===== src/design/astg_pkg.sv =====
// Package for the sawtooth tone generator with ADSR envelope.
// Types, field widths, register indexes and segment codes.
// Used by astg_mul, astg_div and adsr_sawtooth_tone_generator.
`timescale 1ns / 1ps
`default_nettype none

package astg_pkg;

   // Field widths
   localparam int LEVEL_W  = 15;
   localparam int TIME_W   = 16;
   localparam int DUR_W    = 20;
   localparam int PERIOD_W = 12;
   localparam int MASK_W   = 2;
   localparam int SEG_W    = 3;
   localparam int SMP_W    = 16;
   localparam int CSR_IDX_W = 3;

   // Sustain scale: 1 << LENGTH_SHIFT is the nominal length
   localparam int LENGTH_SHIFT = 8;
   // Samples saturate to this many signed bits before going onto the 16-bit port
   localparam int SAMPLE_BITS  = 16;
   localparam int SAT_HI = (1 << (SAMPLE_BITS - 1)) - 1;
   localparam int SAT_LO = -SAT_HI - 1;

   // Serial multiplier: 20-bit multiplicand, 16-bit multiplier, one bit per cycle
   localparam int MUL_A_W   = 20;
   localparam int MUL_B_W   = 16;
   localparam int MUL_P_W   = MUL_A_W + MUL_B_W;
   localparam int MUL_CNT_W = $clog2(MUL_B_W);

   // Serial divider: quotient known to fit 15 bits, one bit per cycle
   localparam int DIV_D_W   = 20;
   localparam int DIV_Q_W   = 15;
   localparam int DIV_N_W   = DIV_D_W + DIV_Q_W;
   localparam int DIV_CNT_W = $clog2(DIV_Q_W);

   // Command codes
   localparam logic CMD_TICK  = 1'b0;
   localparam logic CMD_START = 1'b1;

   // Envelope segments
   localparam logic [SEG_W-1:0] SEG_ATTACK  = 3'd0;
   localparam logic [SEG_W-1:0] SEG_DECAY   = 3'd1;
   localparam logic [SEG_W-1:0] SEG_SUSTAIN = 3'd2;
   localparam logic [SEG_W-1:0] SEG_RELEASE = 3'd3;
   localparam logic [SEG_W-1:0] SEG_IDLE    = 3'd4;

   // Configuration register indexes
   typedef enum logic [CSR_IDX_W-1:0] {
      CSR_ATTACK_LEVEL,
      CSR_SUSTAIN_LEVEL,
      CSR_ATTACK_TIME,
      CSR_DECAY_TIME,
      CSR_SUSTAIN_TIME,
      CSR_RELEASE_TIME
   } astg_csr_type;

   // Sequencer states
   typedef enum logic [2:0] {
      ST_READY,
      ST_AMP_MUL,
      ST_AMP_DIV,
      ST_WAVE_MUL,
      ST_WAVE_DIV,
      ST_ENTER,
      ST_SUS_MUL,
      ST_EMIT
   } astg_state_type;

   // Status of a serial arithmetic unit
   typedef struct packed {
      logic busy;
      logic done;
   } astg_unit_stat_type;

endpackage

`default_nettype wire


===== src/design/astg_mul.sv =====
// Bit-serial unsigned shift-add multiplier, one multiplier bit per cycle.
// Depends on astg_pkg for widths and the status struct.
`timescale 1ns / 1ps
`default_nettype none

module astg_mul (
   input  wire                              clock,
   input  wire                              reset,
   input  wire                              start,
   input  wire  [astg_pkg::MUL_A_W-1:0]     mcand,
   input  wire  [astg_pkg::MUL_B_W-1:0]     mplier,
   output logic [astg_pkg::MUL_P_W-1:0]     product,
   output astg_pkg::astg_unit_stat_type     stat
);
   import astg_pkg::*;

   logic                 busy_ff, busy_in;
   logic                 done_ff, done_in;
   logic [MUL_CNT_W-1:0] cnt_ff, cnt_in;
   logic [MUL_A_W-1:0]   mcand_ff, mcand_in;
   logic [MUL_P_W-1:0]   prod_ff, prod_in;
   logic [MUL_A_W:0]     part_sum;

   // Add the multiplicand to the upper half when the low bit is set, then shift right
   always_comb begin
      part_sum = {1'b0, prod_ff[MUL_P_W-1:MUL_B_W]}
               + (prod_ff[0] ? {1'b0, mcand_ff} : '0);
      busy_in  = busy_ff;
      done_in  = 1'b0;
      cnt_in   = cnt_ff;
      mcand_in = mcand_ff;
      prod_in  = prod_ff;
      if (start) begin
         busy_in  = 1'b1;
         cnt_in   = MUL_CNT_W'(MUL_B_W - 1);
         mcand_in = mcand;
         prod_in  = {{MUL_A_W{1'b0}}, mplier};
      end else if (busy_ff) begin
         prod_in = {part_sum, prod_ff[MUL_B_W-1:1]};
         cnt_in  = cnt_ff - 1'b1;
         if (cnt_ff == '0) begin
            busy_in = 1'b0;
            done_in = 1'b1;
         end
      end
   end

   // Control
   always_ff @(posedge clock) begin
      if (reset) begin
         busy_ff <= 1'b0;
         done_ff <= 1'b0;
         cnt_ff  <= '0;
      end else begin
         busy_ff <= busy_in;
         done_ff <= done_in;
         cnt_ff  <= cnt_in;
      end
   end

   // Operand and partial product
   always_ff @(posedge clock) begin
      mcand_ff <= mcand_in;
      prod_ff  <= prod_in;
   end

   assign product   = prod_ff;
   assign stat.busy = busy_ff;
   assign stat.done = done_ff;

endmodule

`default_nettype wire


===== src/design/astg_div.sv =====
// Bit-serial restoring divider, one quotient bit per cycle.
// The caller guarantees the quotient fits DIV_Q_W bits. Depends on astg_pkg.
`timescale 1ns / 1ps
`default_nettype none

module astg_div (
   input  wire                              clock,
   input  wire                              reset,
   input  wire                              start,
   input  wire  [astg_pkg::DIV_N_W-1:0]     dividend,
   input  wire  [astg_pkg::DIV_D_W-1:0]     divisor,
   output logic [astg_pkg::DIV_Q_W-1:0]     quotient,
   output astg_pkg::astg_unit_stat_type     stat
);
   import astg_pkg::*;

   logic                 busy_ff, busy_in;
   logic                 done_ff, done_in;
   logic [DIV_CNT_W-1:0] cnt_ff, cnt_in;
   logic [DIV_D_W-1:0]   dvs_ff, dvs_in;
   logic [DIV_D_W-1:0]   rem_ff, rem_in;
   logic [DIV_Q_W-1:0]   quo_ff, quo_in;
   logic [DIV_D_W:0]     trial;
   logic [DIV_D_W:0]     trial_sub;
   logic                 fits;

   // Shift in the next dividend bit, subtract if the divisor fits
   always_comb begin
      trial     = {rem_ff, quo_ff[DIV_Q_W-1]};
      trial_sub = trial - {1'b0, dvs_ff};
      fits      = trial >= {1'b0, dvs_ff};
      busy_in   = busy_ff;
      done_in   = 1'b0;
      cnt_in    = cnt_ff;
      dvs_in    = dvs_ff;
      rem_in    = rem_ff;
      quo_in    = quo_ff;
      if (start) begin
         busy_in = 1'b1;
         cnt_in  = DIV_CNT_W'(DIV_Q_W - 1);
         dvs_in  = divisor;
         rem_in  = dividend[DIV_N_W-1:DIV_Q_W];
         quo_in  = dividend[DIV_Q_W-1:0];
      end else if (busy_ff) begin
         rem_in = fits ? trial_sub[DIV_D_W-1:0] : trial[DIV_D_W-1:0];
         quo_in = {quo_ff[DIV_Q_W-2:0], fits};
         cnt_in = cnt_ff - 1'b1;
         if (cnt_ff == '0) begin
            busy_in = 1'b0;
            done_in = 1'b1;
         end
      end
   end

   // Control
   always_ff @(posedge clock) begin
      if (reset) begin
         busy_ff <= 1'b0;
         done_ff <= 1'b0;
         cnt_ff  <= '0;
      end else begin
         busy_ff <= busy_in;
         done_ff <= done_in;
         cnt_ff  <= cnt_in;
      end
   end

   // Divisor, partial remainder and quotient shift register
   always_ff @(posedge clock) begin
      dvs_ff <= dvs_in;
      rem_ff <= rem_in;
      quo_ff <= quo_in;
   end

   assign quotient  = quo_ff;
   assign stat.busy = busy_ff;
   assign stat.done = done_ff;

endmodule

`default_nettype wire


===== src/design/adsr_sawtooth_tone_generator.sv =====
// Sawtooth tone generator with linear ADSR envelope: sequencer, state, registers.
// Depends on astg_pkg, astg_mul and astg_div.
//
// req_*  carries commands. A start (req_command = 1) loads a note and gives no
//        response; a tick (req_command = 0) gives one rsp_* transfer.
// rsp_*  carries one stereo sample pair per tick, with playing and note_end.
// csr_*  writes the six envelope registers by index; csr_ready is always high.
//        The user must write registers only while no command is in flight; the block does not enforce it.
// A tick in a note runs a serial multiply and divide for the envelope, then the
// same for the waveform; the sequencer launches each unit when the previous one
// is done. At a segment boundary it also steps through each segment entered and,
// for sustain, runs the length multiply. An idle tick goes straight to output.
// After a start the sequencer enters the first non-empty segment before it takes
// the next command.
// One command is processed at a time; the result sits in an output register, so
// the next command is accepted while it waits for rsp_ready. A stalled receiver
// only holds the block once a second result is ready.
// Reset: synchronous, active high; registers return to their defaults and the
// envelope goes idle.
`timescale 1ns / 1ps
`default_nettype none

module adsr_sawtooth_tone_generator (
   input  wire               clock,
   input  wire               reset,
   // command channel
   input  wire               req_valid,
   output logic              req_ready,
   input  wire               req_command,
   input  wire  [11:0]       req_wavelength,
   input  wire  [1:0]        req_channel_mask,
   input  wire  [11:0]       req_note_length,
   // sample channel
   output logic              rsp_valid,
   input  wire               rsp_ready,
   output logic signed [15:0] rsp_left_sample,
   output logic signed [15:0] rsp_right_sample,
   output logic              rsp_playing,
   output logic              rsp_note_end,
   // register write channel
   input  wire               csr_valid,
   output logic              csr_ready,
   input  wire  [2:0]        csr_index,
   input  wire  [15:0]       csr_wdata
);
   import astg_pkg::*;

   astg_state_type state_ff, state_in;

   // Configuration registers
   logic [LEVEL_W-1:0] attack_level_ff, sustain_level_ff;
   logic [TIME_W-1:0]  attack_time_ff, decay_time_ff, sustain_time_ff, release_time_ff;

   // Note and envelope state
   logic [SEG_W-1:0]    segment_ff, segment_in;
   logic [DUR_W-1:0]    position_ff, position_in;
   logic [DUR_W-1:0]    duration_ff, duration_in;
   logic [PERIOD_W-1:0] phase_ff, phase_in;
   logic [PERIOD_W-1:0] period_ff, period_in;
   logic [MASK_W-1:0]   channels_ff, channels_in;
   logic [11:0]         length_scale_ff, length_scale_in;
   logic [LEVEL_W-1:0]  ramp_start_ff, ramp_start_in;
   logic                tick_mode_ff, tick_mode_in;
   logic                play_ff, play_in;
   logic                last_ff, last_in;
   logic [SMP_W-1:0]    smp_ff, smp_in;

   // Output register
   logic                rsp_valid_ff, rsp_valid_in;
   logic signed [SMP_W-1:0] rsp_left_ff, rsp_left_in;
   logic signed [SMP_W-1:0] rsp_right_ff, rsp_right_in;
   logic                rsp_playing_ff, rsp_playing_in;
   logic                rsp_note_end_ff, rsp_note_end_in;

   // Arithmetic units
   logic               mul_start;
   logic [MUL_A_W-1:0] mul_mcand;
   logic [MUL_B_W-1:0] mul_mplier;
   logic [MUL_P_W-1:0] mul_product;
   astg_unit_stat_type mul_stat;
   logic               div_start;
   logic [DIV_N_W-1:0] div_dividend;
   logic [DIV_D_W-1:0] div_divisor;
   logic [DIV_Q_W-1:0] div_quotient;
   astg_unit_stat_type div_stat;

   // Derived values
   logic [LEVEL_W-1:0]  seg_target;
   logic [TIME_W-1:0]   fixed_len;
   logic                diff_neg;
   logic [LEVEL_W-1:0]  diff_mag;
   logic [PERIOD_W:0]   two_phase;
   logic                wave_neg;
   logic [PERIOD_W:0]   wave_diff;
   logic [LEVEL_W:0]    amp_wide;
   logic signed [SMP_W-1:0] wave_val;
   logic signed [31:0]  wave_ext;
   logic signed [31:0]  wave_sat;
   logic [MUL_P_W-1:0]  sus_full;
   logic [DUR_W-1:0]    sus_len;
   logic [DUR_W:0]      position_next;
   logic [PERIOD_W-1:0] phase_next;
   logic                note_idle;
   logic                req_xfer;
   logic                rsp_free;

   astg_mul u_mul (
      .clock   (clock),
      .reset   (reset),
      .start   (mul_start),
      .mcand   (mul_mcand),
      .mplier  (mul_mplier),
      .product (mul_product),
      .stat    (mul_stat)
   );

   astg_div u_div (
      .clock    (clock),
      .reset    (reset),
      .start    (div_start),
      .dividend (div_dividend),
      .divisor  (div_divisor),
      .quotient (div_quotient),
      .stat     (div_stat)
   );

   assign req_ready = (state_ff == ST_READY);
   assign req_xfer  = req_valid && req_ready;
   assign rsp_free  = !rsp_valid_ff || rsp_ready;
   assign csr_ready = 1'b1;

   // Segment target and fixed segment lengths
   always_comb begin
      case (segment_ff)
         SEG_ATTACK:              seg_target = attack_level_ff;
         SEG_DECAY, SEG_SUSTAIN:  seg_target = sustain_level_ff;
         default:                 seg_target = '0;
      endcase
      case (segment_ff)
         SEG_ATTACK:  fixed_len = attack_time_ff;
         SEG_DECAY:   fixed_len = decay_time_ff;
         SEG_RELEASE: fixed_len = release_time_ff;
         default:     fixed_len = '0;
      endcase
   end

   // Sign and magnitude of the envelope slope and of the sawtooth offset
   always_comb begin
      diff_neg  = seg_target < ramp_start_ff;
      diff_mag  = diff_neg ? ramp_start_ff - seg_target : seg_target - ramp_start_ff;
      two_phase = {phase_ff, 1'b0};
      wave_neg  = two_phase < {1'b0, period_ff};
      wave_diff = wave_neg ? {1'b0, period_ff} - two_phase : two_phase - {1'b0, period_ff};
   end

   // Envelope amplitude and sample from the divider results, saturated
   always_comb begin
      amp_wide = diff_neg ? {1'b0, ramp_start_ff} - {1'b0, div_quotient}
                          : {1'b0, ramp_start_ff} + {1'b0, div_quotient};
      wave_val = wave_neg ? -$signed({1'b0, div_quotient}) : $signed({1'b0, div_quotient});
      wave_ext = 32'(wave_val);
      if (wave_ext > SAT_HI) begin
         wave_sat = SAT_HI;
      end else if (wave_ext < SAT_LO) begin
         wave_sat = SAT_LO;
      end else begin
         wave_sat = wave_ext;
      end
   end

   // Scaled sustain length, saturated to the duration width
   always_comb begin
      sus_full = mul_product >> LENGTH_SHIFT;
      sus_len  = (|sus_full[MUL_P_W-1:DUR_W]) ? '1 : sus_full[DUR_W-1:0];
   end

   // Counters for the tick update
   always_comb begin
      note_idle     = (segment_ff >= SEG_IDLE) || (duration_ff == '0);
      position_next = {1'b0, position_ff} + 1'b1;
      phase_next    = (phase_ff + 1'b1 >= period_ff) ? '0 : phase_ff + 1'b1;
   end

   // Next state
   always_comb begin
      state_in = state_ff;
      case (state_ff)
         ST_READY: begin
            if (req_valid) begin
               if (req_command == CMD_START) begin
                  state_in = ST_ENTER;
               end else if (note_idle) begin
                  state_in = ST_EMIT;
               end else begin
                  state_in = ST_AMP_MUL;
               end
            end
         end
         ST_AMP_MUL: begin
            if (mul_stat.done) state_in = ST_AMP_DIV;
         end
         ST_AMP_DIV: begin
            if (div_stat.done) state_in = ST_WAVE_MUL;
         end
         ST_WAVE_MUL: begin
            if (mul_stat.done) state_in = ST_WAVE_DIV;
         end
         ST_WAVE_DIV: begin
            if (div_stat.done) begin
               state_in = (position_next >= {1'b0, duration_ff}) ? ST_ENTER : ST_EMIT;
            end
         end
         ST_ENTER: begin
            if (segment_ff >= SEG_IDLE) begin
               state_in = tick_mode_ff ? ST_EMIT : ST_READY;
            end else if (segment_ff == SEG_SUSTAIN) begin
               state_in = ST_SUS_MUL;
            end else if (fixed_len != '0) begin
               state_in = tick_mode_ff ? ST_EMIT : ST_READY;
            end
         end
         ST_SUS_MUL: begin
            if (mul_stat.done) begin
               if (sus_len != '0) begin
                  state_in = tick_mode_ff ? ST_EMIT : ST_READY;
               end else begin
                  state_in = ST_ENTER;
               end
            end
         end
         ST_EMIT: begin
            if (rsp_free) state_in = ST_READY;
         end
         default: state_in = ST_READY;
      endcase
   end

   // Unit launches and state updates
   always_comb begin
      mul_start       = 1'b0;
      mul_mcand       = position_ff;
      mul_mplier      = {1'b0, diff_mag};
      div_start       = 1'b0;
      div_dividend    = mul_product[DIV_N_W-1:0];
      div_divisor     = duration_ff;
      segment_in      = segment_ff;
      position_in     = position_ff;
      duration_in     = duration_ff;
      phase_in        = phase_ff;
      period_in       = period_ff;
      channels_in     = channels_ff;
      length_scale_in = length_scale_ff;
      ramp_start_in   = ramp_start_ff;
      tick_mode_in    = tick_mode_ff;
      play_in         = play_ff;
      last_in         = last_ff;
      smp_in          = smp_ff;
      rsp_valid_in    = rsp_valid_ff && !rsp_ready;
      rsp_left_in     = rsp_left_ff;
      rsp_right_in    = rsp_right_ff;
      rsp_playing_in  = rsp_playing_ff;
      rsp_note_end_in = rsp_note_end_ff;
      case (state_ff)
         // Take a command: load a note, answer an idle tick, or start the slope product
         ST_READY: begin
            if (req_xfer) begin
               if (req_command == CMD_START) begin
                  period_in       = (req_wavelength == '0) ? PERIOD_W'(1) : req_wavelength;
                  channels_in     = req_channel_mask;
                  length_scale_in = req_note_length;
                  phase_in        = '0;
                  ramp_start_in   = '0;
                  segment_in      = SEG_ATTACK;
                  tick_mode_in    = 1'b0;
               end else if (note_idle) begin
                  smp_in  = '0;
                  play_in = 1'b0;
                  last_in = 1'b0;
               end else begin
                  mul_start = 1'b1;
               end
            end
         end
         // (target - start) * position / duration
         ST_AMP_MUL: begin
            div_start = mul_stat.done;
         end
         // Amplitude ready: multiply by the sawtooth offset
         ST_AMP_DIV: begin
            mul_mcand  = {{(MUL_A_W-LEVEL_W){1'b0}}, amp_wide[LEVEL_W-1:0]};
            mul_mplier = {{(MUL_B_W-PERIOD_W){1'b0}}, wave_diff[PERIOD_W-1:0]};
            mul_start  = div_stat.done;
         end
         ST_WAVE_MUL: begin
            div_divisor = {{(DIV_D_W-PERIOD_W){1'b0}}, period_ff};
            div_start   = mul_stat.done;
         end
         // Sample ready: advance phase and envelope position, or step to the next segment at its end
         ST_WAVE_DIV: begin
            if (div_stat.done) begin
               smp_in   = wave_sat[SMP_W-1:0];
               play_in  = 1'b1;
               last_in  = 1'b0;
               phase_in = phase_next;
               if (position_next >= {1'b0, duration_ff}) begin
                  ramp_start_in = seg_target;
                  segment_in    = segment_ff + 1'b1;
                  tick_mode_in  = 1'b1;
               end else begin
                  position_in = position_next[DUR_W-1:0];
               end
            end
         end
         // Enter the current segment, skipping empty ones
         ST_ENTER: begin
            mul_mcand  = {{(MUL_A_W-12){1'b0}}, length_scale_ff};
            mul_mplier = sustain_time_ff;
            if (segment_ff >= SEG_IDLE) begin
               position_in = '0;
               duration_in = '0;
               last_in     = tick_mode_ff;
            end else if (segment_ff == SEG_SUSTAIN) begin
               mul_start = 1'b1;
            end else if (fixed_len != '0) begin
               duration_in = {{(DUR_W-TIME_W){1'b0}}, fixed_len};
               position_in = '0;
            end else begin
               ramp_start_in = seg_target;
               segment_in    = segment_ff + 1'b1;
            end
         end
         ST_SUS_MUL: begin
            if (mul_stat.done) begin
               if (sus_len != '0) begin
                  duration_in = sus_len;
                  position_in = '0;
               end else begin
                  ramp_start_in = seg_target;
                  segment_in    = segment_ff + 1'b1;
               end
            end
         end
         // Hand the result to the output register once it is free
         ST_EMIT: begin
            if (rsp_free) begin
               rsp_valid_in    = 1'b1;
               rsp_left_in     = (channels_ff[0] && play_ff) ? $signed(smp_ff) : '0;
               rsp_right_in    = (channels_ff[1] && play_ff) ? $signed(smp_ff) : '0;
               rsp_playing_in  = play_ff;
               rsp_note_end_in = last_ff;
            end
         end
         default: begin
         end
      endcase
   end

   // Control and note state
   always_ff @(posedge clock) begin
      if (reset) begin
         state_ff         <= ST_READY;
         attack_level_ff  <= LEVEL_W'(32767);
         sustain_level_ff <= LEVEL_W'(16384);
         attack_time_ff   <= TIME_W'(2400);
         decay_time_ff    <= TIME_W'(2400);
         sustain_time_ff  <= TIME_W'(9600);
         release_time_ff  <= TIME_W'(960);
         segment_ff       <= SEG_IDLE;
         position_ff      <= '0;
         duration_ff      <= '0;
         phase_ff         <= '0;
         period_ff        <= PERIOD_W'(1);
         channels_ff      <= '0;
         length_scale_ff  <= 12'd256;
         ramp_start_ff    <= '0;
         tick_mode_ff     <= 1'b0;
         play_ff          <= 1'b0;
         last_ff          <= 1'b0;
         rsp_valid_ff     <= 1'b0;
      end else begin
         state_ff        <= state_in;
         segment_ff      <= segment_in;
         position_ff     <= position_in;
         duration_ff     <= duration_in;
         phase_ff        <= phase_in;
         period_ff       <= period_in;
         channels_ff     <= channels_in;
         length_scale_ff <= length_scale_in;
         ramp_start_ff   <= ramp_start_in;
         tick_mode_ff    <= tick_mode_in;
         play_ff         <= play_in;
         last_ff         <= last_in;
         rsp_valid_ff    <= rsp_valid_in;
         // Register write transfer
         if (csr_valid && csr_ready) begin
            case (csr_index)
               CSR_ATTACK_LEVEL:  attack_level_ff  <= csr_wdata[LEVEL_W-1:0];
               CSR_SUSTAIN_LEVEL: sustain_level_ff <= csr_wdata[LEVEL_W-1:0];
               CSR_ATTACK_TIME:   attack_time_ff   <= csr_wdata;
               CSR_DECAY_TIME:    decay_time_ff    <= csr_wdata;
               CSR_SUSTAIN_TIME:  sustain_time_ff  <= csr_wdata;
               CSR_RELEASE_TIME:  release_time_ff  <= csr_wdata;
               default: begin
               end
            endcase
         end
      end
   end

   // Sample and output payload
   always_ff @(posedge clock) begin
      smp_ff          <= smp_in;
      rsp_left_ff     <= rsp_left_in;
      rsp_right_ff    <= rsp_right_in;
      rsp_playing_ff  <= rsp_playing_in;
      rsp_note_end_ff <= rsp_note_end_in;
   end

   assign rsp_valid        = rsp_valid_ff;
   assign rsp_left_sample  = rsp_left_ff;
   assign rsp_right_sample = rsp_right_ff;
   assign rsp_playing      = rsp_playing_ff;
   assign rsp_note_end     = rsp_note_end_ff;

`ifndef SYNTHESIS
   // The two serial units are used strictly in turn
   assert property (@(posedge clock) disable iff (reset)
      !(mul_stat.busy && div_stat.busy))
      else $error("multiplier and divider busy together");

   // No command is taken while arithmetic is in flight
   assert property (@(posedge clock) disable iff (reset)
      req_ready |-> (!mul_stat.busy && !div_stat.busy))
      else $error("command taken while a unit is busy");

   // Between commands, a live segment has its position inside its duration
   assert property (@(posedge clock) disable iff (reset)
      (state_ff == ST_READY && segment_ff < SEG_IDLE) |-> (position_ff < duration_ff))
      else $error("envelope position outside segment");

   // The end of a note is only flagged on a note sample
   assert property (@(posedge clock) disable iff (reset)
      (rsp_valid && rsp_note_end) |-> rsp_playing)
      else $error("note end flagged on an idle sample");
`endif

endmodule

`default_nettype wire

===== config.mk =====
export PLATFORM = sky130hd
export DESIGN_NAME = adsr_sawtooth_tone_generator
export DESIGN_NICKNAME = d
export VERILOG_FILES = /design/src/design/astg_pkg.sv /design/src/design/astg_mul.sv /design/src/design/astg_div.sv /design/src/design/adsr_sawtooth_tone_generator.sv
export SDC_FILE = /design/constraint.sdc
export NUM_CORES = 1
export LEC_CHECK = 0
export BUFFER_PORTS_ARGS = -buffer_cell sky130_fd_sc_hd__clkbuf_2
export CAP_MARGIN = 20
export CORE_MARGIN = 1.5
export CORE_UTILIZATION = 49
export CTS_BUF_LIST = sky130_fd_sc_hd__clkbuf_4 sky130_fd_sc_hd__clkbuf_8
export CTS_CLUSTER_SIZE = 8
export DETAILED_ROUTE_END_ITERATION = 7
export HOLD_SLACK_MARGIN = 0.12
export PLACE_DENSITY = 0.66
export SETUP_SLACK_MARGIN = 0.3
export SLEW_MARGIN = 10
export SYNTH_ARGS = -nofsm -noshare
export SYNTH_HDL_FRONTEND = slang
export SYNTH_SLANG_ARGS = --single-unit

===== constraint.sdc =====
create_clock -name clock -period 11.9 [get_ports clock]
set_clock_uncertainty 0.15 [all_clocks]
set_input_delay 1.785 -clock clock [delete_from_list [all_inputs] [get_ports clock]]
set_output_delay 1.785 -clock clock [all_outputs]
set_load 0.01 [all_outputs]

Yosys cells after proc, flatten, opt, wreduce, memory -nomap -nowiden --
Cells that the tools add are included. Widths: inputs -> output; s select.
Storage, ports and cells: bits in writable memories 0, latch bits 0, input port bits 51, ROM bits 0, bits in registers 370, memories 0, output and inout port bits 37
Operators by class: reduce and logical (&&, ||, !) cells 46, shifts and indexed selects 0, muxes and demuxes 115, magnitude comparators 8, multiply operators 0, add/subtract/negate cells 14, bitwise operators 2, div/mod/pow operators 0, equality and inequality tests 37
Operator list (number):
- $mux 20 | 17
- $mux 15 | 13
- $mux 16 | 9
- $mux 12 | 7
- $pmux 20 s2 | 2
- $mux 3 | 23
- $pmux 16 s2 | 2
- $pmux 15 s4 | 1
- $pmux 20 s3 | 1
- $pmux 16 s3 | 1
- $sub 15x15->15 | 3
- $ge 21x20->1 | 2
- $pmux 15 s2 | 1
- $mux 1 | 26
- $pmux 12 s2 | 1
- $pmux 3 s8 | 1
- $sub 12x12->12 | 2
- $ne 2x2->1 const B | 11
- $add 20x1->21 const B | 1
- $add 20x20->21 | 1
- $logic_not 20->1 | 1
- $reduce_bool 20->1 | 1
- $sub 20x20->20 | 1
- $eq 3x2->1 const B | 6
- 43 further kinds | 88

Logic depth before layout (Yosys ltp) --
Gate-level depths: netlist (run 1).
word-level depth 7, mapped depth 29, depth with buffers taken out 24

Cells and area by module --
A second synthesis (run 1) with hierarchy kept.
Second synthesis, totals: cells, all modules 2555, area, all modules 22310.1 µm²
Modules (own cells, without submodules):
- adsr_sawtooth_tone_generator | area an instance 15128.3 µm², cells each 1858, times used 1, sequential area each 5445.2 µm²
- astg_div | area an instance 3817.4 µm², cells each 372, times used 1, sequential area each 1771.7 µm²
- astg_mul | area an instance 3364.5 µm², cells each 325, times used 1, sequential area each 1601.5 µm²

Worst setup path before layout (run 1) --
Ideal clock, no wire load.
path kind register to register, start register segment_ff[0], end register u_mul.mcand_ff[14], data pin, path slack 5.683 ns, path buffers 6, stages on the path, launching flop included 29, arrival time 5.804 ns, cells stage by stage dfxtp_1 inv_1 ha_1 nor2b_1 buf_2 buf_1 buf_1 a22oi_1 inv_1 ha_1 buf_2 a21o_1 a31o_2 a21oi_1 o221ai_1 a31oi_1 buf_2 clkbuf_1 o21ai_0 fa_1 a21oi_1 o211ai_1 a31oi_1 nor2b_1 o21a_1 o41a_1 a31oi_1 xnor2_1 o21ai_1
On the way: cells in the longest elaborated chain, start to end 6, elaborated cells on any way between the ends 8
RTL lines:
- from (decl) | line adsr_sawtooth_tone_generator.sv:55 | logic [SEG_W-1:0] segment_ff, segment_in;
- from (signal assigned) | line adsr_sawtooth_tone_generator.sv:382 | segment_ff <= segment_in;
- $eq 3x2->1 / $eq 3x1->1 (equally long branches) | line adsr_sawtooth_tone_generator.sv:134 | case (segment_ff)
- $reduce_or 2->1 | line adsr_sawtooth_tone_generator.sv:134
- $pmux 15 s2 (*) | line adsr_sawtooth_tone_generator.sv:134
- $lt 15x15->1 (*) | line adsr_sawtooth_tone_generator.sv:149 | diff_neg = seg_target < ramp_start_ff;
- $mux 15 (*) | line adsr_sawtooth_tone_generator.sv:158 | amp_wide = diff_neg ? {1'b0, ramp_start_ff} - {1'b0, div_quotient}
- $pmux 20 s2 (*) | line adsr_sawtooth_tone_generator.sv:263 | case (state_ff)
- via mul_mcand[14] | line adsr_sawtooth_tone_generator.sv:77 | logic [MUL_A_W-1:0] mul_mcand;
- to (signal assigned) | line astg_mul.sv:63 | mcand_ff <= mcand_in;
- to (decl) | line astg_mul.sv:20 | logic [MUL_A_W-1:0] mcand_ff, mcand_in;
The timed path passes the listed nets; every way through them passes the cells marked *. A chain may end at the register's enable or synchronous reset.

Worst setup path after layout (run 1) --
start register segment_ff[1], end register u_mul.mcand_ff[14], data pin
The elaborated chain is that of the path after synthesis.

==> results of run 1 <==
-- kinds of logic after synthesis --
kind of cell             count (synthesis)  share of synthesized area, %
AO/OA/AOI/OAI                          646                          18.5
XOR/XNOR                               111                          4.35
adder cells (fa/ha/maj)                156                          8.96
buffers and inverters                  268                          4.76
flip-flops                             370                          39.5
multiplexers                            58                          2.67
other                                    1                        0.0168
AND/OR/NAND/NOR                       1003                          21.2
-- layout by cell type (no fill, tap or decap), types with 23 or more instances in the layout --
master / instances
sky130_fd_sc_hd__xnor2_1: 64
sky130_fd_sc_hd__a31oi_1: 33
sky130_fd_sc_hd__inv_1: 131
sky130_fd_sc_hd__and3_1: 54
sky130_fd_sc_hd__a21o_1: 44
sky130_fd_sc_hd__nor3_1: 38
sky130_fd_sc_hd__nor4_1: 23
sky130_fd_sc_hd__nand3b_1: 45
sky130_fd_sc_hd__a22oi_1: 38
sky130_fd_sc_hd__nor2_1: 211
sky130_fd_sc_hd__clkbuf_8: 78
sky130_fd_sc_hd__ha_1: 148
sky130_fd_sc_hd__o22ai_1: 23
sky130_fd_sc_hd__buf_4: 24
sky130_fd_sc_hd__or3_1: 25
sky130_fd_sc_hd__clkbuf_2: 85
sky130_fd_sc_hd__o21ai_0: 96
sky130_fd_sc_hd__edfxtp_1: 141
sky130_fd_sc_hd__dfxtp_1: 229
sky130_fd_sc_hd__and2_1: 37
sky130_fd_sc_hd__nand3_1: 40
sky130_fd_sc_hd__a21oi_1: 250
sky130_fd_sc_hd__xor2_1: 47
sky130_fd_sc_hd__clkbuf_4: 26
sky130_fd_sc_hd__mux2i_1: 45
sky130_fd_sc_hd__nand2_1: 426
-- layer usage --
| layer | wire length (µm) | track usage [%] |
|---|---|---|
| met5 | 0 | 0 |
| met2 | 31300 | 46.4 |
| met1 | 29700 | 37.9 |
| met3 | 4130 | 4.42 |
| met4 | 2100 | 11.2 |
-- power by group through the flow --
stage               logic [mW]  clock network (mW)  registers (mW)
detailed placement        2.10                   0            1.59
global placement          2.07                   0            1.59
global route              2.35                1.33            1.57
CTS                       2.11                1.28            1.57
floorplan                 1.61                   0            1.50
finish                    2.14                1.25            1.57
-- stage by stage --
| stage | instances | power, mW |
|---|---|---|
| CTS | 3303 | 4.95 |
| global placement | 3184 | 3.66 |
| finish | 3308 | 4.96 |
| floorplan | 2613 | 3.12 |
| global route | 3308 | 5.25 |
| detailed placement | 3184 | 3.69 |
-- sequential cells by signal, indices dropped and copies added (netlist names), 20 cells and up --
signal / cells
duration_ff: 20
u_mul.product: 36
u_div.rem_ff: 20
position_ff: 20
u_mul.mcand_ff: 20
u_div.dvs_ff: 20
-- cell usage after synthesis (34+ instances only) --
library cell               count
sky130_fd_sc_hd__nand2_1     426
sky130_fd_sc_hd__a21oi_1     250
sky130_fd_sc_hd__dfxtp_1     229
sky130_fd_sc_hd__nor2_1      212
sky130_fd_sc_hd__ha_1        148
sky130_fd_sc_hd__edfxtp_1    141
sky130_fd_sc_hd__inv_1       131
sky130_fd_sc_hd__clkbuf_1    109
sky130_fd_sc_hd__o21ai_0      96
sky130_fd_sc_hd__xnor2_1      64
sky130_fd_sc_hd__and3_1       54
sky130_fd_sc_hd__xor2_1       47
sky130_fd_sc_hd__mux2i_1      45
sky130_fd_sc_hd__nand3b_1     45
sky130_fd_sc_hd__a21o_1       44
sky130_fd_sc_hd__nand3_1      41
sky130_fd_sc_hd__nor3_1       39
sky130_fd_sc_hd__a22oi_1      38
sky130_fd_sc_hd__and2_1       37
sky130_fd_sc_hd__a31oi_1      34
-- final timing paths --
path | slack [ns] | to | from
worst max-delay path | 5.20 | u_mul.mcand_ff[14] | segment_ff[1]
worst max register to register | 5.20 | u_mul.mcand_ff[14] | segment_ff[1]
worst min-delay path | 0.27 | rsp_note_end | last_ff
worst min register to register | 0.27 | rsp_note_end | last_ff
-- cell type report --
type                       instances  share of cell area, %
clock buffer                     104                   5.16
tap                              600                   3.05
clock inverter                    15                  0.443
multi-input combinational       1975                   50.8
inverter                         133                   2.03
timing repair buffer             111                   2.64
sequential                       370                   35.9
==> results by group, run 1 <==
Setup path
  • Slowest cell on crit path: sky130_fd_sc_hd__a31o_1
  • Sum of buffers and inverters on the critical path: 3
  • Category of the worst setup path capture point: flip-flop
  • Arrival time of the worst setup path: 6.89 ns
  • Type of the worst setup path: reg2reg
  • Number of cells on the worst reg-to-reg path: 25
  • Critical path depth in cells: 25
  • Largest incremental delay on the critical path: 0.78 ns
  • Dominant delay contributor by cell family on the critical path: compound AO/OA/AOI/OAI gates
  • Largest fanout on the critical path: 19
  • WP data required: 12.09 ns
  • Critical path startpoint category: flip-flop

CTS
  • Quantity of hold-fixing buffers added after cts: 0
  • Reg clk slew, reported paths: 0.06 ns
  • TritonCTS sink count: 370
  • Number of buffers created by CTS: 67
  • Count of buffers added by post-CTS timing repair for setup: 0
  • H-tree Lvls: 3
  • Clk_lat worst skew: 0.65 ns
  • CTS max path bufs: 3
  • Post_cts resized: 0
  • TritonCTS clock tree: done
  • CTS root buffer: sky130_fd_sc_hd__clkbuf_8

Yosys
  • Syn Inst Count: 2613
  • Area leader, netlist: sky130_fd_sc_hd__dfxtp_1
  • Synthesized area per cell: 8.55 µm²
  • Net Count, Synth: 2819
  • Primary flip-flop cell chosen by synthesis mapping: sky130_fd_sc_hd__dfxtp_1
  • Netlist Area Pre-Place: 0.0223 mm²
  • Share of the yosys chip area belonging to registers: 39.5%
  • Main area contributors after synthesis: sky130_fd_sc_hd__dfxtp_1 21%, sky130_fd_sc_hd__edfxtp_1 19%, sky130_fd_sc_hd__ha_1 8.3%
  • Count of flip-flops with a built-in enable after synthesis: 141
  • Share of flip-flops with an asynchronous set or reset: 0%
  • Flip-flop and latch count after synthesis: 370
  • Yosys warns: 0
  • Proportion of netlist area held by the largest area contributor: 20.5%
  • Post-synth cell types: 92

Global routing
  • Maximum number of pins on one net before global-route repair: 79
  • Vias in the first global route: 18300
  • Wire length of the first global-routing pass: 104000 µm
  • Initial antenna violation count: 1
  • Total routing resource utilization after global routing: 28.5%
  • Total overflow reported by the global router: 0

Finish
  • Core occupancy in the finished layout: 54.4%
  • Final cell area excluding filler cells: 0.0246 mm²
  • Area Overhead vs Synth: 10.1%
  • Share of post-route cells with drive strength above 1: 10.6%
  • Total Nets Final: 2864
  • Number of antenna repair diodes: 0
  • Total area of sequential cells: 0.00882 mm²
  • Fillers: 4252
  • Area of combinational cells with multiple inputs: 0.0125 mm²

Detailed routing
  • Post-detailed-route DRC marker count: 0
  • Mean routed wirelength per cell: 20.3 µm
  • Wirelength, routed: 67300 µm
  • Detail Route Antenna Nets: 0
  • Vias after detailed routing: 19300
  • Violation count after the first detailed-route iteration: 1650
  • First drt pass iteration count: 6
  • Vias per cell: 5.84

Floorplanning
  • Core footprint: 0.0452 mm²
  • Top Ports: 88
  • Row count: 78
  • Die Area: 0.0469 mm²
  • Die W: 216 µm
  • Initial standard-cell utilization of the core: 49.4%
  • Die height: 216 µm

Timing
  • Unrepaired setup endpoints after global routing: false
  • Count of endpoints failing setup in the final report: 0
  • Slew at the pin closest to its max-slew limit: 1.11 ns
  • Endpoints failing hold: 0
  • Setup WS post-layout: 5.20 ns
  • Headroom to the max-slew limit: 25.3%
  • Worst-case hold slack: 0.274 ns
  • Tcrit/Tclk final: 56.3%
  • Max Transition Viols Final: 0
  • Clock period minus final worst setup slack: 6.70 ns
  • Summed negative setup slack over all endpoints: 0 ns
  • F_max: 0.149 GHz

Power and ir drop
  • Power per Cell Area: 202 mW/mm²
  • Leakage component of the power: 9.88 nW
  • Internal power of the cells: 2.95 mW
  • Part of the power in registers: 31.6%
  • Switching Share: 40.6%
  • Worst IR Drop VDD: 123 µV
  • Switching power total: 2.01 mW
  • Combinational power share: 43.2%
  • Clock share of power: 25.2%

Placed design
  • Total of buffers placed on input and output ports: 86
  • Post-place instance area: 0.0232 mm²
  • Last weighted congestion value of the routability-driven placer: 0.925
  • Worst slack at placement: 4.79 ns
  • Total half-perimeter wirelength after legalization and detailed placement: 49700 µm

Worst hold path
  • Cell depth of the worst min-delay path: 0
  • Type of the most critical hold path: reg2reg

Run status
  • Status: finished, final reports clean

Run
  • Max-Cap Viols: 0
(Power assumes the default switching activity.)
==> run 2: changes to the inputs <==
- PLACE_DENSITY: 0.66 -> 0.68
- clock period: 11.9 -> 5.72 ns (I/O delays scaled with it)
==> results by group, run 2 (synthesis gave the netlist of run 1 again) <==
Setup path
  • Critical path capture point: u_mul.mcand_ff[14]
  • Largest fanout on the critical path: 7
  • Critical path startpoint category: flip-flop
  • Startpoint of the worst-slack reg-to-reg timing path: segment_ff[1]
  • Largest incremental delay on the critical path: 0.37 ns
  • Slowest cell on crit path: sky130_fd_sc_hd__dfxtp_1
  • Arrival time of the worst setup path: 5.48 ns
  • Category of the worst setup path capture point: flip-flop
  • Type of the worst setup path: reg2reg
  • Dominant delay contributor by cell family on the critical path: compound AO/OA/AOI/OAI gates
  • Worst reg-to-reg setup slack: 0.46 ns
  • WP data required: 5.94 ns
  • Startpoint of the most critical setup path: segment_ff[1]
  • Number of cells on the worst reg-to-reg path: 26
  • Sum of buffers and inverters on the critical path: 5
  • R2r endpoint: u_mul.mcand_ff[14]
  • Critical path depth in cells: 26

Floorplanning
  • Die height: 216 µm
  • Core footprint: 0.0452 mm²
  • Initial standard-cell utilization of the core: 49.4%
  • Top Ports: 88
  • Die Area: 0.0469 mm²
  • Row count: 78
  • Die W: 216 µm

Detailed routing
  • Post-detailed-route DRC marker count: 0
  • Mean routed wirelength per cell: 20.2 µm
  • Wirelength, routed: 67700 µm
  • Violation count after the first detailed-route iteration: 1772
  • Detail Route Antenna Nets: 0
  • Vias after detailed routing: 19700
  • First drt pass iteration count: 6
  • Vias per cell: 5.88

Finish
  • Core occupancy in the finished layout: 55.7%
  • Most common library cell in the layout ignoring fill and taps: sky130_fd_sc_hd__nand2_1
  • Number of antenna repair diodes: 0
  • Largest register FFs: 36
  • Commonest cells after routing, fill and taps aside: 426 x sky130_fd_sc_hd__nand2_1, 247 x sky130_fd_sc_hd__a21oi_1, 228 x sky130_fd_sc_hd__dfxtp_1, 208 x sky130_fd_sc_hd__nor2_1, 144 x sky130_fd_sc_hd__ha_1
  • Share of post-route cells with drive strength above 1: 13.1%
  • Total Nets Final: 2908
  • Area Overhead vs Synth: 12.8%

CTS
  • Reg clk slew, reported paths: 0.06 ns
  • CTS root buffer: sky130_fd_sc_hd__clkbuf_8
  • TritonCTS clock tree: done
  • CTS max path bufs: 3
  • Number of buffers created by CTS: 68
  • H-tree Lvls: 3
  • Quantity of hold-fixing buffers added after cts: 0
  • TritonCTS sink count: 370
  • Clk_lat worst skew: 0.66 ns

Timing
  • Tcrit/Tclk final: 92.0%
  • Summed negative setup slack over all endpoints: 0 ns
  • Unrepaired setup endpoints after global routing: true
  • Endpoints failing hold: 0
  • Count of endpoints failing setup in the final report: 0
  • Slew at the pin closest to its max-slew limit: 1.08 ns
  • F_max: 0.190 GHz
  • Clock period minus final worst setup slack: 5.26 ns
  • Headroom to the max-slew limit: 27.8%
  • Max Transition Viols Final: 0

Placed design
  • Last weighted congestion value of the routability-driven placer: 0.966
  • Total of buffers placed on input and output ports: 86
  • Total half-perimeter wirelength after legalization and detailed placement: 50400 µm

Run status
  • Status: finished, final reports clean

Worst hold path
  • Cell depth of the worst min-delay path: 3
  • Type of the most critical hold path: in2reg

Power and ir drop
  • Worst IR Drop VDD: 295 µV
  • Power per Cell Area: 432 mW/mm²
  • Leakage component of the power: 10.2 nW

Run
  • Max-Cap Viols: 0

Global routing
  • Total overflow reported by the global router: 0
  • Vias in the first global route: 18700
  • Wire length of the first global-routing pass: 105000 µm
  • Initial antenna violation count: 0
  • Maximum number of pins on one net before global-route repair: 75
  • Total routing resource utilization after global routing: 28.7%
-- run 2: per-stage QoR --
stage	power [mW]	cells	worst slack, ns	hold slack [ns]	instance area [µm²]
floorplan	6.59	2613	0.289	0.258	22400
global placement	7.89	3217	0.0374	0.290	23400
detailed placement	7.93	3217	-0.125	0.294	23400
CTS	10.7	3343	0.305	0.246	25000
global route	11.5	3357	0.190	0.280	25200
finish	10.9	3357	0.460	0.292	25200
-- run 2: layer usage --
layer | GRT usage [%] | vias up | routed length, µm
met3 | 4.66 | 128 | 4430
met2 | 45.5 | 663 | 30700
met4 | 12.4 | 0 | 2400
li1 | - | 9465 | -
met5 | 0 | - | 0
met1 | 38.6 | 9480 | 30100
-- run 2: power breakdown --
part           leakage [nW]  total (mW)  internal, mW  switching [mW]
Sequential             3.10        3.25          2.95           0.305
Combinational          6.28        4.87          1.98            2.89
Clock                 0.786        2.74          1.57            1.17
-- run 2: layout make-up --
cell class | instances | area (µm²)
tap | 600 | 751
clock inverter | 22 | 169
clock buffer | 103 | 1320
sequential | 370 | 8820
multi-input combinational | 1976 | 12600
inverter | 133 | 499
timing repair buffer | 153 | 983
fill | 4154 | 20000
-- run 2: worst register-to-register path, stage by stage (launching register included) --
cell	delay [ns]
sky130_fd_sc_hd__dfxtp_1	0.37
sky130_fd_sc_hd__inv_1	0.08
sky130_fd_sc_hd__buf_4	0.14
sky130_fd_sc_hd__ha_2	0.21
sky130_fd_sc_hd__nor2b_4	0.17
sky130_fd_sc_hd__buf_4	0.18
sky130_fd_sc_hd__a22oi_2	0.17
sky130_fd_sc_hd__inv_1	0.06
sky130_fd_sc_hd__ha_1	0.21
sky130_fd_sc_hd__a21o_1	0.19
sky130_fd_sc_hd__a31o_2	0.27
sky130_fd_sc_hd__a21oi_2	0.17
sky130_fd_sc_hd__o221ai_2	0.18
sky130_fd_sc_hd__a31oi_4	0.32
sky130_fd_sc_hd__buf_6	0.17
sky130_fd_sc_hd__nand2_1	0.06
sky130_fd_sc_hd__xnor2_1	0.12
sky130_fd_sc_hd__ha_1	0.34
sky130_fd_sc_hd__nor2_1	0.11
sky130_fd_sc_hd__nor2_1	0.07
sky130_fd_sc_hd__a31oi_2	0.23
sky130_fd_sc_hd__nor2b_1	0.07
sky130_fd_sc_hd__o21a_1	0.19
sky130_fd_sc_hd__o41a_1	0.35
sky130_fd_sc_hd__a31oi_1	0.19
sky130_fd_sc_hd__xnor2_1	0.14
sky130_fd_sc_hd__o21ai_1	0.08
-- run 2: how the worst min path moves through the flow --
stage / startpoint / to / slack, ns
floorplan: last_ff / rsp_note_end / 0.26
global placement: attack_time_ff[10] / attack_time_ff[10] / 0.29
detailed placement: attack_time_ff[10] / attack_time_ff[10] / 0.29
CTS: req_wavelength[11] / period_ff[11] / 0.25
global route: req_wavelength[9] / period_ff[9] / 0.28
finish: req_wavelength[11] / period_ff[11] / 0.29
-- run 2: repair_timing --
action                                  4_1_cts  5_1_grt
gates resized for setup                       5       16
buffers inserted                              1        9
endpoints found under the setup margin        6       17
gates cloned                                  0        1
hold endpoints to repair                      0        0
pin swaps                                     1        9
